File: config.mk
export PLATFORM = sky130hd
export DESIGN_NAME = fifo_with_remove_at_position
export DESIGN_NICKNAME = d
export VERILOG_FILES = /design/src/rtl/fwrap_pkg.sv /design/src/rtl/fwrap_ram.sv /design/src/rtl/fifo_with_remove_at_position.sv
export SDC_FILE = /design/constraint.sdc
export NUM_CORES = 1
export LEC_CHECK = 0
export BUFFER_PORTS_ARGS = -buffer_cell sky130_fd_sc_hd__clkbuf_2
export CAP_MARGIN = 10
export CORE_MARGIN = 4
export CORE_UTILIZATION = 61
export CTS_CLUSTER_DIAMETER = 50
export DETAILED_ROUTE_END_ITERATION = 16
export GPL_ROUTABILITY_DRIVEN = 0
export PLACE_DENSITY_LB_ADDON = 0.12
export SLEW_MARGIN = 15
export SYNTH_ARGS = -nofsm -noshare
export SYNTH_HDL_FRONTEND = slang
export SYNTH_HIERARCHICAL = 1
export SYNTH_SLANG_ARGS = --single-unit
File: constraint.sdc
create_clock -name clk_i -period 5.5 [get_ports clk_i]
set_clock_uncertainty 0.15 [all_clocks]
set_input_delay 0.275 -clock clk_i [delete_from_list [all_inputs] [get_ports clk_i]]
set_output_delay 0.275 -clock clk_i [all_outputs]
set_load 0.05 [all_outputs]
File: src/rtl/fwrap_pkg.sv
// ----------------------------------------------------------------------------
// fwrap_pkg
// Shared widths, defaults and codes for the FIFO with remove-at-position.
// ----------------------------------------------------------------------------
`default_nettype none

package fwrap_pkg;

  localparam int unsigned DepthDef     = 16;
  localparam int unsigned ElemWidthDef = 32;

  localparam int unsigned ActionW = 2;
  localparam int unsigned ValueW  = 32;
  localparam int unsigned PosW    = 4;
  localparam int unsigned StatusW = 2;

  typedef enum logic [ActionW-1:0] {
    ActEnq     = 2'd0,
    ActDeq     = 2'd1,
    ActDiscard = 2'd2
  } action_e;

  typedef enum logic [StatusW-1:0] {
    StOk    = 2'd0,
    StFull  = 2'd1,
    StEmpty = 2'd2,
    StRange = 2'd3
  } status_e;

endpackage

`default_nettype wire

File: src/rtl/fwrap_ram.sv
// ----------------------------------------------------------------------------
// fwrap_ram
// Generic single-write, single-read RAM with registered read data.
// ----------------------------------------------------------------------------
`default_nettype none

module fwrap_ram #(
  parameter int unsigned Width = 32,
  parameter int unsigned Depth = 16
) (
  input  wire logic                     clk_i,
  input  wire logic                     wr_en_i,
  input  wire logic [$clog2(Depth)-1:0] wr_addr_i,
  input  wire logic [Width-1:0]         wr_data_i,
  input  wire logic                     rd_en_i,
  input  wire logic [$clog2(Depth)-1:0] rd_addr_i,
  output logic      [Width-1:0]         rd_data_o
);

  logic [Width-1:0] mem_q [Depth];

  always_ff @(posedge clk_i) begin
    if (wr_en_i) begin
      mem_q[wr_addr_i] <= wr_data_i;
    end
    if (rd_en_i) begin
      rd_data_o <= mem_q[rd_addr_i];
    end
  end

endmodule

`default_nettype wire

File: src/rtl/fifo_with_remove_at_position.sv
// ----------------------------------------------------------------------------
// fifo_with_remove_at_position
// Bounded FIFO in a RAM with enqueue, dequeue and discard-at-position.
// ----------------------------------------------------------------------------
// Sequence: enqueue, rejected requests and unknown actions pass SRead and
//   SOut to their result; a removal at position p with n entries first moves
//   the n-1-p later entries down over the single RAM port pair (SShRd reads,
//   SShWr writes). A new beat is taken in the cycle after the result loads.
// Reset: count cleared, sequencer idle, no result pending; RAM not cleared.
`default_nettype none

module fifo_with_remove_at_position #(
  parameter int unsigned DEPTH      = fwrap_pkg::DepthDef,
  parameter int unsigned ELEM_WIDTH = fwrap_pkg::ElemWidthDef
) (
  input  wire logic                             clk_i,
  input  wire logic                             rst_ni,
  input  wire logic                             in_valid_i,
  output logic                                  in_ready_o,
  input  wire logic [fwrap_pkg::ActionW-1:0]    action_i,
  input  wire logic signed [fwrap_pkg::ValueW-1:0] value_i,
  input  wire logic [fwrap_pkg::PosW-1:0]       position_i,
  output logic                                  out_valid_o,
  input  wire logic                             out_ready_i,
  output logic signed [fwrap_pkg::ValueW-1:0]   head_value_o,
  output logic [$clog2(DEPTH+1)-1:0]            entry_count_o,
  output logic                                  is_empty_o,
  output logic [fwrap_pkg::StatusW-1:0]         status_o
);

  import fwrap_pkg::*;

  localparam int unsigned AW = $clog2(DEPTH);
  localparam int unsigned CW = $clog2(DEPTH + 1);

  typedef enum logic [2:0] {
    SIdle,
    SShRd,
    SShWr,
    SRead,
    SOut
  } state_e;

  state_e              state_q, state_d;
  logic [CW-1:0]       count_q, count_d;
  logic [AW-1:0]       idx_q, idx_d;
  status_e             req_status_q, req_status_d;
  logic                out_valid_q, out_valid_d;
  logic [ValueW-1:0]   head_q, head_d;
  logic [CW-1:0]       out_count_q, out_count_d;
  logic                out_empty_q, out_empty_d;
  status_e             out_status_q, out_status_d;

  logic                  wr_en, rd_en;
  logic [AW-1:0]         wr_addr, rd_addr;
  logic [ELEM_WIDTH-1:0] wr_data, rd_data;
  logic [63:0]           val_ext;
  logic signed [ELEM_WIDTH-1:0] head_elem;
  logic signed [63:0]    head_ext;
  logic                  in_fire;

  assign in_fire   = in_valid_i && in_ready_o;
  assign val_ext   = 64'($unsigned(value_i));
  assign head_elem = rd_data;
  assign head_ext  = 64'(head_elem);

  fwrap_ram #(
    .Width(ELEM_WIDTH),
    .Depth(DEPTH)
  ) u_ram (
    .clk_i    (clk_i),
    .wr_en_i  (wr_en),
    .wr_addr_i(wr_addr),
    .wr_data_i(wr_data),
    .rd_en_i  (rd_en),
    .rd_addr_i(rd_addr),
    .rd_data_o(rd_data)
  );

  always_comb begin
    state_d      = state_q;
    count_d      = count_q;
    idx_d        = idx_q;
    req_status_d = req_status_q;
    out_valid_d  = out_valid_q && !out_ready_i;
    head_d       = head_q;
    out_count_d  = out_count_q;
    out_empty_d  = out_empty_q;
    out_status_d = out_status_q;
    wr_en        = 1'b0;
    wr_addr      = AW'(count_q);
    wr_data      = val_ext[ELEM_WIDTH-1:0];
    rd_en        = 1'b0;
    rd_addr      = '0;
    unique case (state_q)
      SIdle: begin
        if (in_valid_i) begin
          state_d      = SRead;
          req_status_d = StOk;
          unique case (action_e'(action_i))
            ActEnq: begin
              if (32'(count_q) >= DEPTH) begin
                req_status_d = StFull;
              end else begin
                wr_en   = 1'b1;
                count_d = count_q + 1'b1;
              end
            end
            ActDeq: begin
              if (count_q == '0) begin
                req_status_d = StEmpty;
              end else begin
                idx_d   = '0;
                state_d = SShRd;
              end
            end
            ActDiscard: begin
              if (32'(position_i) >= 32'(count_q)) begin
                req_status_d = StRange;
              end else begin
                idx_d   = AW'(position_i);
                state_d = SShRd;
              end
            end
            default: ;
          endcase
        end
      end
      SShRd: begin
        if ((CW'(idx_q) + 1'b1) < count_q) begin
          rd_en   = 1'b1;
          rd_addr = idx_q + 1'b1;
          state_d = SShWr;
        end else begin
          count_d = count_q - 1'b1;
          state_d = SRead;
        end
      end
      SShWr: begin
        wr_en   = 1'b1;
        wr_addr = idx_q;
        wr_data = rd_data;
        idx_d   = idx_q + 1'b1;
        state_d = SShRd;
      end
      SRead: begin
        rd_en   = 1'b1;
        state_d = SOut;
      end
      SOut: begin
        if (!out_valid_q || out_ready_i) begin
          out_valid_d  = 1'b1;
          head_d       = (count_q == '0) ? '0 : head_ext[ValueW-1:0];
          out_count_d  = count_q;
          out_empty_d  = (count_q == '0);
          out_status_d = req_status_q;
          state_d      = SIdle;
        end
      end
      default: state_d = SIdle;
    endcase
  end

  always_ff @(posedge clk_i or negedge rst_ni) begin
    if (!rst_ni) begin
      state_q     <= SIdle;
      count_q     <= '0;
      out_valid_q <= 1'b0;
    end else begin
      state_q     <= state_d;
      count_q     <= count_d;
      out_valid_q <= out_valid_d;
    end
  end

  always_ff @(posedge clk_i) begin
    idx_q        <= idx_d;
    req_status_q <= req_status_d;
    head_q       <= head_d;
    out_count_q  <= out_count_d;
    out_empty_q  <= out_empty_d;
    out_status_q <= out_status_d;
  end

  assign in_ready_o    = (state_q == SIdle);
  assign out_valid_o   = out_valid_q;
  assign head_value_o  = $signed(head_q);
  assign entry_count_o = out_count_q;
  assign is_empty_o    = out_empty_q;
  assign status_o      = out_status_q;

  a_count_bound: assert property (@(posedge clk_i) disable iff (!rst_ni)
    32'(count_q) <= DEPTH)
    else $error("entry count above depth");

  a_enq_grows: assert property (@(posedge clk_i) disable iff (!rst_ni)
    (in_fire && action_i == ActEnq && 32'(count_q) < DEPTH)
      |=> count_q == $past(count_q) + 1'b1)
    else $error("enqueue did not grow count");

  a_shift_nonempty: assert property (@(posedge clk_i) disable iff (!rst_ni)
    (state_q == SShRd || state_q == SShWr) |-> count_q != '0)
    else $error("shift on empty queue");

  a_empty_head: assert property (@(posedge clk_i) disable iff (!rst_ni)
    (out_valid_o && is_empty_o) |-> (head_value_o == '0 && entry_count_o == '0))
    else $error("empty beat with nonzero head or count");

  a_err_keeps: assert property (@(posedge clk_i) disable iff (!rst_ni)
    (state_q == SOut && req_status_q != StOk) |-> count_q == out_count_d)
    else $error("rejected request changed count");

endmodule

`default_nettype wire
-- Yosys cells after proc, flatten, opt, wreduce, memory -nomap -nowiden
Memories as Yosys holds them, arrays and structs flattened. A register that Yosys moved wholly into a read port is not among the register bits.
Index checks and enable logic that the tools add are counted.
- memories: 1
- output and inout port bits: 42
- bits in writable memories: 512
- logic and storage cells: 80
- bits in registers: 55
- memory list (name ; depth ; width ; read ports ; clocked after memory_dff ; write ports ; RTL line ; RTL):
    u_ram.mem_q ; 16 ; 32 ; 1 ; 1 ; 1 ; fwrap_ram.sv:20 ; logic [Width-1:0] mem_q [Depth];
- mux-type cells: 35
- add/subtract/negate cells: 4
- equal/unequal tests: 14
- reductions and logical operators: 14
- $lt $le $gt $ge: 3
- operators by type and width (cell ; count):
    $mux 32 ; 1
    $mux 4 ; 6
    $mux 5 ; 4
    $pmux 4 s2 ; 2
    $pmux 3 s5 ; 1
    $mux 1 ; 10
    $pmux 5 s2 ; 1
    $reduce_and 5->1 ; 2
    $mux 2 ; 4
    $ne 2x2->1 const B ; 4
    $eq 3x2->1 const B ; 2
    $mux 3 ; 2
    $ne 3x3->1 const B ; 2
    $pmux 2 s3 ; 1
    $reduce_and 2->1 ; 3
    $add 4x1->5 const B ; 1
    $add 5x1->5 const B ; 1
    $ge 4x5->1 ; 1
    $ge 5x5->1 const B ; 1
    $logic_not 5->1 ; 1
    $lt 5x5->1 ; 1
    $sub 5x1->5 const B ; 1
    $add 4x1->4 const B ; 1
    $pmux 1 s2 ; 2
    13 further kinds ; 15

-- Longest topological paths before layout
Gate-level depths: netlist of run 1.
- depth in word-level cells: 7
- depth in mapped cells: 14
- depth with buffers taken out: 12

-- Hierarchy
Netlist of run 1, hierarchy kept.
- modules (own cells, without submodules) (module ; cells an instance ; times used ; seq. area each (um^2) ; area each (um^2)):
    fwrap_ram ; 838 ; 1 ; 16335.7 ; 20155.6
    fifo_with_remove_at_position ; 311 ; 1 ; 1606.5 ; 3006.6

-- Worst setup path after synthesis of run 1
No wires, ideal clock.
- path kind: flip-flop to flip-flop
- from: register state_q[0]
- to: memory u_ram.mem_q[0][0] (enable)
- cell stages (with the launch flop): 9
- buffers on the path: 3
- setup time: 0.461 ns
- period minus slack after synthesis: 4.624 ns
- path slack: 0.876 ns
- arrival: 4.013 ns
- data required time: 4.889 ns
- cell sequence: dfrtp_1 > buf_2 > nor2_1 > and2_1 > clkbuf_1 > buf_2 > o21ai_0 > or3b_2 > nor3_1
- elaborated cells between the ends (all ways): 6
- RTL lines (item ; RTL line ; RTL):
    start, declared ; fifo_with_remove_at_position.sv:44 ; state_e state_q, state_d;
    start signal, assigned ; fifo_with_remove_at_position.sv:166 ; state_q <= SIdle;
    start signal, assigned ; fifo_with_remove_at_position.sv:170 ; state_q <= state_d;
    $eq 3x2->1 ; fifo_with_remove_at_position.sv:95 ; unique case (state_q)
    $mux 4 ; fifo_with_remove_at_position.sv:95 ;
    named net wr_addr[2] ; fifo_with_remove_at_position.sv:55 ; logic [AW-1:0] wr_addr, rd_addr;
    end, declared ; fwrap_ram.sv:20 ;
The timed path passes the listed nets, and every way through them passes these cells.

-- Worst setup path in the final report of run 1
- from: register idx_q[0]
- to: register u_ram.rd_data_o[25] (read register of u_ram.mem_q) (data pin)
- cells in the longest elaborated chain, start to end: 4
- elaborated cells between the ends (all ways): 7
- ends and longest elaborated chain (item ; RTL line ; RTL):
    start, declared ; fifo_with_remove_at_position.sv:46 ; logic [AW-1:0] idx_q, idx_d;
    start signal, assigned ; fifo_with_remove_at_position.sv:177 ; idx_q <= idx_d;
    $add 4x1->5 ; fifo_with_remove_at_position.sv:130 ; if ((CW'(idx_q) + 1'b1) < count_q) begin
    $lt 5x5->1 ; fifo_with_remove_at_position.sv:130 ;
    $mux 4 * ; fifo_with_remove_at_position.sv:130 ;
    $mux 4 * ; fifo_with_remove_at_position.sv:95 ;
    named net rd_addr[0] ; fifo_with_remove_at_position.sv:55 ;
    end, declared ; fwrap_ram.sv:17 ; output logic [Width-1:0] rd_data_o
Mark *: on every way through the listed nets, which the timed path passes. The rest lies on a longest branch.
A chain may end at the register's enable or synchronous reset.

==> impl_metrics.yaml, run 1 <==
sta:
  fin_setup_tns_ns: 0
  fin_crit_sh_pct: 75.88
  max_slew.worst_pin.slew_ns: 1.095
  rsz0062_at_grt: "no"
  finalHoldViolCount: 0
  hold_ws_ns: 0.02658
  final-setup-viol-count: 0
  period_needed_ns: 4.173
  finalMaxSlewViolations: 0
  max_freq_ghz: 0.2396
  relSlewSlack_pct: 26.22
cts:
  cts_tree: "built"
  clk_pin_slew_ns: 0.06
  cts.path.max_buffers: 3
  htree_levels: 2
  cts_setup_buffers: 0
  cts_sinks: 599
  clock_latency_ns: 0.60
  root_buffer: "clkbuf_16"
  cts_inserted_buffers: 57
worst_setup_path:
  critPathLaunch: "idx_q[0]"
  cp-end-kind: "register"
  crit_type: "register to register"
  arrival_ns: 4.35
  r2r_start: "idx_q[0]"
  cp_max_fo: 80
  rr_worst_depth: 13
  reg2reg_setup_slack_ns: 1.33
  worstPathRequired_ns: 5.68
  cp-start-kind: "register"
  r2r-end: "u_ram/rd_data_o[25]"
  endpoint: "u_ram/rd_data_o[25]"
logic_synthesis:
  synth_flop_cell: "edfxtp_1"
  synth_area_um2: 23160
  yosys.cell_types.count: 39
  seq_area_frac_synth_pct: 77.46
  synth.top_cell.area_share_pct: 76.49
  synth_area_leaders: "edfxtp_1 (76%), mux4_2 (12%), nand2_1 (2.3%), a22oi_1 (2.1%), nor2b_1 (1.0%)"
  synth-seq-cells: 599
  yosysTopAreaCell: "edfxtp_1"
  ys_warn_count: 6
  synth-edff-count: 590
  async_flop_share_pct: 1.503
  syn_area_per_cell_um2: 20.16
  synth_fp_nets: 1208
  synthCells: 1149
global_route:
  grt_max_degree: 81
  grt_pass1_wl_um: 74420
  grt_pass1_vias: 11780
  antenna_found_initial: 0
  track_usage_pct: 24.42
  grt-ovfl-total: 0
layout:
  nNetsFinal: 1338
  n_antenna_cell: 0
  ff_latch_area_um2: 17940
  multiInputGateArea_um2: 5075
  syn2layout_area_growth_pct: 13.69
  drive_above_1_share_pct: 26.59
  fillCellCount: 2288
run_status:
  outcome: "complete, no violations"
detailed_routing:
  vias: 11350
  vias_per_cell: 6.184
  postRouteAntennaNets: 0
  drt_iter0_drc: 1200
  wirelength_um: 49050
  dr.pass1.iters: 5
  wire_per_inst_um: 26.73
  drc: 0
power_and_ir_drop:
  p_comb_share_pct: 30.1
  finalPower_w: 0.01444
  vdd.ir_drop.worst_mv: 0.3953
  cellInternalPower_w: 0.009936
  seqPwrFrac_pct: 44.6
  swShare_pct: 31.21
  p_leak_nw: 8.622
  switching_power_w: 0.004507
  power.density_nw_per_um2: 548.5
  clkPwrFrac_pct: 25.3
floorplanning:
  die_y_um: 202.9
  pin_count: 84
  rows: 71
  dieArea_um2: 41150
  initial_utilization_pct: 61.64
  core_area_um2: 37580
  die_x_um: 202.9
hold_path:
  whs_path_depth: 3
  min_path_type: "input port to register"
place:
  port-buffer-count: 83
  dp_hpwl_um: 26810
flow_run:
  maxCapViolations: 0
## per-layer routing
layer | part of all wire, % | vias to the layer above | global-route usage, %
met5 | 0 | - | 0
met4 | 2.0 | 0 | 5.407
met3 | 7.6 | 67 | 4.376
met2 | 49 | 454 | 39.30
met1 | 41 | 5913 | 36.26
li1 | - | 4913 | -
## critical path: stages, from the launching register on
cell and delay, ns:
edfxtp_1 0.49, ha_1 0.27, xnor2_1 0.24, inv_1 0.07
ha_1 0.27, o21ai_0 0.16, nand2b_1 0.13, a31oi_4 0.25
nand2_1 0.15, nor2_4 0.17, buf_12 0.44, mux4_2 0.58
a22oi_1 0.25, nand2_1 0.09
## flip-flops by register name, indices dropped and copies added, names as in the netlist
register and flops:
head_value_o 32, out_valid_o 1, status_o 2, req_status_q 2, state_q 3, idx_q 4, is_empty_o 1, u_ram/rd_data_o 32
count_q 5, u_ram/mem_q 512, entry_count_o 5
## through the flow
step | area, um2 | util [%] | setup WS (ns) | std cells
floorplan | 23160 | - | 0.8762 | 1149
global placement | 24490 | 65.18 | 1.381 | 1721
detailed placement | 24490 | 65.18 | 1.246 | 1721
CTS | 26330 | 70.08 | 1.259 | 1835
global route | 26330 | 70.08 | 1.036 | 1835
finish | 26330 | 70.08 | 1.327 | 1835
## power groups by stage
stage	sequential [W]	combinational [W]	clock [W]
global route	0.00649	0.00472	0.00395
detailed placement	0.00653	0.00436	0
CTS	0.00644	0.00440	0.00372
floorplan	0.00660	0.00295	0
global placement	0.00651	0.00428	0
finish	0.00644	0.00434	0.00366
## cells in the mapped netlist (10+ instances only)
library cell / n
a22oi_1: 66
buf_1: 10
buf_2: 13
clkbuf_1: 25
edfxtp_1: 590
ha_1: 16
inv_1: 11
mux4_2: 128
nand2_1: 142
nor2_1: 23
nor2b_1: 37
o21ai_0: 12
## cells in the final DEF, fill, tap and decap left out, types with 5 or more instances in the layout
cell and n:
a22oi_1 66, ha_1 16, clkbuf_16 59, clkbuf_2 83
clkinv_1 17, o21ai_0 12, buf_12 9, mux4_2 128
inv_1 11, nor2b_1 35, edfxtp_1 590, buf_4 26
nor3_2 5, dlygate4sd3_1 10, nand3_1 6, clkinv_2 10
dfrtp_1 9, nor2_4 15, nor2_1 8, nand2_1 141
clkbuf_1 14
## kinds of logic (layout without fill, tap and decap cells)
kind of cell / Yosys count / count (layout) / share of synthesized area [%]
adder cells (fa/ha/maj): 17 / 17 / 0.9507
XOR/XNOR: 6 / 6 / 0.2269
AND/OR/NAND/NOR: 233 / 233 / 4.467
flip-flops: 599 / 599 / 77.46
AO/OA/AOI/OAI: 94 / 94 / 2.982
multiplexers: 131 / 131 / 12.58
buffers and inverters: 69 / 244 / 1.334
## repair_timing
action,CTS,global route
resized for setup,0,0
hold buffers,10,0
hold endpoints to repair,21,0
## layout make-up
type                    instances  share of cell area, %
repair buffers                128                  3.383
clock buffers                  73                  5.806
multi-input cells             481                  19.27
well taps                     511                  2.428
clock inverters                31                 0.8077
flip-flops and latches        599                  68.13
inverters                      12                 0.1710
## worst min path at each step
stage,from,endpoint
4_1_cts,action_i[1],req_status_q[1]
2_1_floorplan,rst_ni,count_q[0]
5_1_grt,action_i[1],req_status_q[0]
3_3_place_gp,rst_ni,out_valid_o
3_5_place_dp,rst_ni,out_valid_o
6_report,action_i[1],req_status_q[0]
Note: power is estimated with default switching activity, not from simulation.
==> inputs of run 2 (changes only) <==
--- a/config.mk
+++ b/config.mk
@@ -8,7 +8,7 @@
 export BUFFER_PORTS_ARGS = -buffer_cell sky130_fd_sc_hd__clkbuf_2
 export CAP_MARGIN = 10
 export CORE_MARGIN = 4
-export CORE_UTILIZATION = 61
+export CORE_UTILIZATION = 55
 export CTS_CLUSTER_DIAMETER = 50
 export DETAILED_ROUTE_END_ITERATION = 16
 export GPL_ROUTABILITY_DRIVEN = 0
==> constraint.sdc (replaced) <==
create_clock -name clk_i -period 3.36 [get_ports clk_i]
set_clock_uncertainty 0.15 [all_clocks]
set_input_delay 0.168 -clock clk_i [delete_from_list [all_inputs] [get_ports clk_i]]
set_output_delay 0.168 -clock clk_i [all_outputs]
set_load 0.05 [all_outputs]
==> impl_metrics.yaml, run 2 (synthesized netlist as in run 1, its figures left out) <==
cts:
  cts_inserted_buffers: 60
  clk_pin_slew_ns: 0.06
  root_buffer: "clkbuf_16"
  cts_tree: "built"
  htree_levels: 2
  cts_sinks: 599
  cts.path.max_buffers: 3
  clock_latency_ns: 0.63
power_and_ir_drop:
  p_leak_nw: 9.410
  cellInternalPower_w: 0.01818
  finalPower_w: 0.02646
  swShare_pct: 31.29
  p_comb_share_pct: 35.1
  clkPwrFrac_pct: 25.1
  vdd.ir_drop.worst_mv: 0.5885
  seqPwrFrac_pct: 39.7
  power.density_nw_per_um2: 939.0
  switching_power_w: 0.008279
sta:
  finalMaxSlewViolations: 0
  fin_crit_sh_pct: 105.3
  rsz0062_at_grt: "yes"
  max_freq_ghz: 0.2827
  finalHoldViolCount: 0
  worst_slack_ns: -0.1773
  max_slew.worst_pin.slew_ns: 1.034
  final-setup-viol-count: 32
  hold_ws_ns: 0.04905
  period_needed_ns: 3.537
  relSlewSlack_pct: 30.91
worst_setup_path:
  critPathLaunch: "idx_q[0]"
  crit_type: "register to register"
  arrival_ns: 3.87
  r2r_start: "idx_q[0]"
  cp-start-kind: "register"
  cp_max_fo: 19
  cp-end-kind: "register"
  worstPathRequired_ns: 3.69
floorplanning:
  dieArea_um2: 45460
  core_area_um2: 41200
  pin_count: 84
  initial_utilization_pct: 56.22
  rows: 74
  die_y_um: 213.2
  die_x_um: 213.2
detailed_routing:
  vias_per_cell: 6.059
  drt_iter0_drc: 1435
  wire_per_inst_um: 27.15
  drc: 0
  postRouteAntennaNets: 0
  dr.pass1.iters: 5
  vias: 11870
  wirelength_um: 53190
place:
  dp_hpwl_um: 29210
  place_area_um2: 25510
  dpl.cell_count: 1807
  port-buffer-count: 83
layout:
  fin_cells: 1959
  largest_reg_flops: 512
  n_antenna_cell: 0
  drive_above_1_share_pct: 35.32
  syn2layout_area_growth_pct: 21.65
  fin_area_um2: 28180
  nNetsFinal: 1437
  final_common_cell: "edfxtp_1"
  final_cell_mix: "edfxtp_1 (590), nand2_1 (140), mux4_2 (128)"
  regMostFlops: "u_ram/mem_q"
global_route:
  grt_pass1_wl_um: 78400
  antenna_found_initial: 0
  grt-ovfl-total: 0
  grt_max_degree: 33
  grt_pass1_vias: 12030
  track_usage_pct: 24.02
run_status:
  outcome: "finished, violations left"
  violations: "negative setup slack"
flow_run:
  maxCapViolations: 0
hold_path:
  min_path_type: "input port to register"
  hp-start: "action_i[0]"
-- run 2: cell count changes in the layout (fill, tap and decap cells not counted), moves of 6 or more --
cell	before	now
buf_4	26	68
buf_12	9	45
buf_6	0	6
clkinv_1	17	10
a22oi_2	0	33
a22oi_1	66	33
-- run 2: final timing paths --
path	end	cells after the start	slack (ns)
setup / recovery	u_ram/rd_data_o[28]	18	-0.18
hold / removal	req_status_q[0]	5	0.05
setup reg to reg	u_ram/rd_data_o[28]	18	-0.18
hold reg to reg	status_o[0]	0	0.27
max in group asynchronous	count_q[3]	3	2.32
min in group asynchronous	count_q[4]	3	0.42
-- run 2: layout make-up --
class,instances,area [um2]
sequential,599,17940
multi-input combinational,481,5325
timing repair buffer,224,2232
clock inverter,39,419.2
inverter,12,45.04
fill,2552,13030
clock buffer,72,1546
tap,532,665.6
-- run 2: through the flow --
stage,TNS (ns),utilization [%],setup slack [ns]
3_5_place_dp,-3.827,61.90,-0.1634
4_1_cts,-2.982,67.84,-0.1399
5_1_grt,-8.593,68.38,-0.2978
6_report,-4.539,68.38,-0.1773
2_1_floorplan,-154.74,-,-0.4254
3_3_place_gp,-2.212,61.90,-0.1072
-- run 2: routing by layer --
layer  wire, um  up-vias  share of wire, %  GRT usage (%)
li1           -     5112                 -              -
met5          0        -                 0              0
met1      21970     6195                41          35.31
met3       3914       81               7.4          3.409
met2      26150      481                49          38.73
met4       1165        0               2.2          6.864
-- run 2: critical path: stages, from the launching register on --
cell,delay [ns]
edfxtp_1,0.43
buf_4,0.17
nand3_2,0.09
xor2_2,0.19
buf_4,0.15
buf_4,0.09
buf_4,0.09
buf_4,0.09
buf_4,0.10
buf_4,0.10
buf_4,0.09
buf_4,0.09
buf_4,0.10
buf_4,0.10
nor2_2,0.04
nor2_4,0.79
buf_4,0.33
a22oi_1,0.10
nand2_1,0.10
-- run 2: power groups by stage --
stage,Combinational [W],Sequential [W],Clock [W]
after detailed placement,0.00841,0.0107,0
after CTS,0.00898,0.0105,0.00677
after floorplan,0.00511,0.0108,0
final,0.00930,0.0105,0.00665
after global routing,0.0100,0.0106,0.00711
after global placement,0.00826,0.0106,0
-- run 2: timing repair --
action	4_1_cts	5_1_grt
hold buffers	12	0
resized for setup	35	25
gates cloned	2	3
pin swaps	6	8
endpoints found under the setup margin	32	32
buffers inserted	18	7
endpoints found under the hold margin	22	0
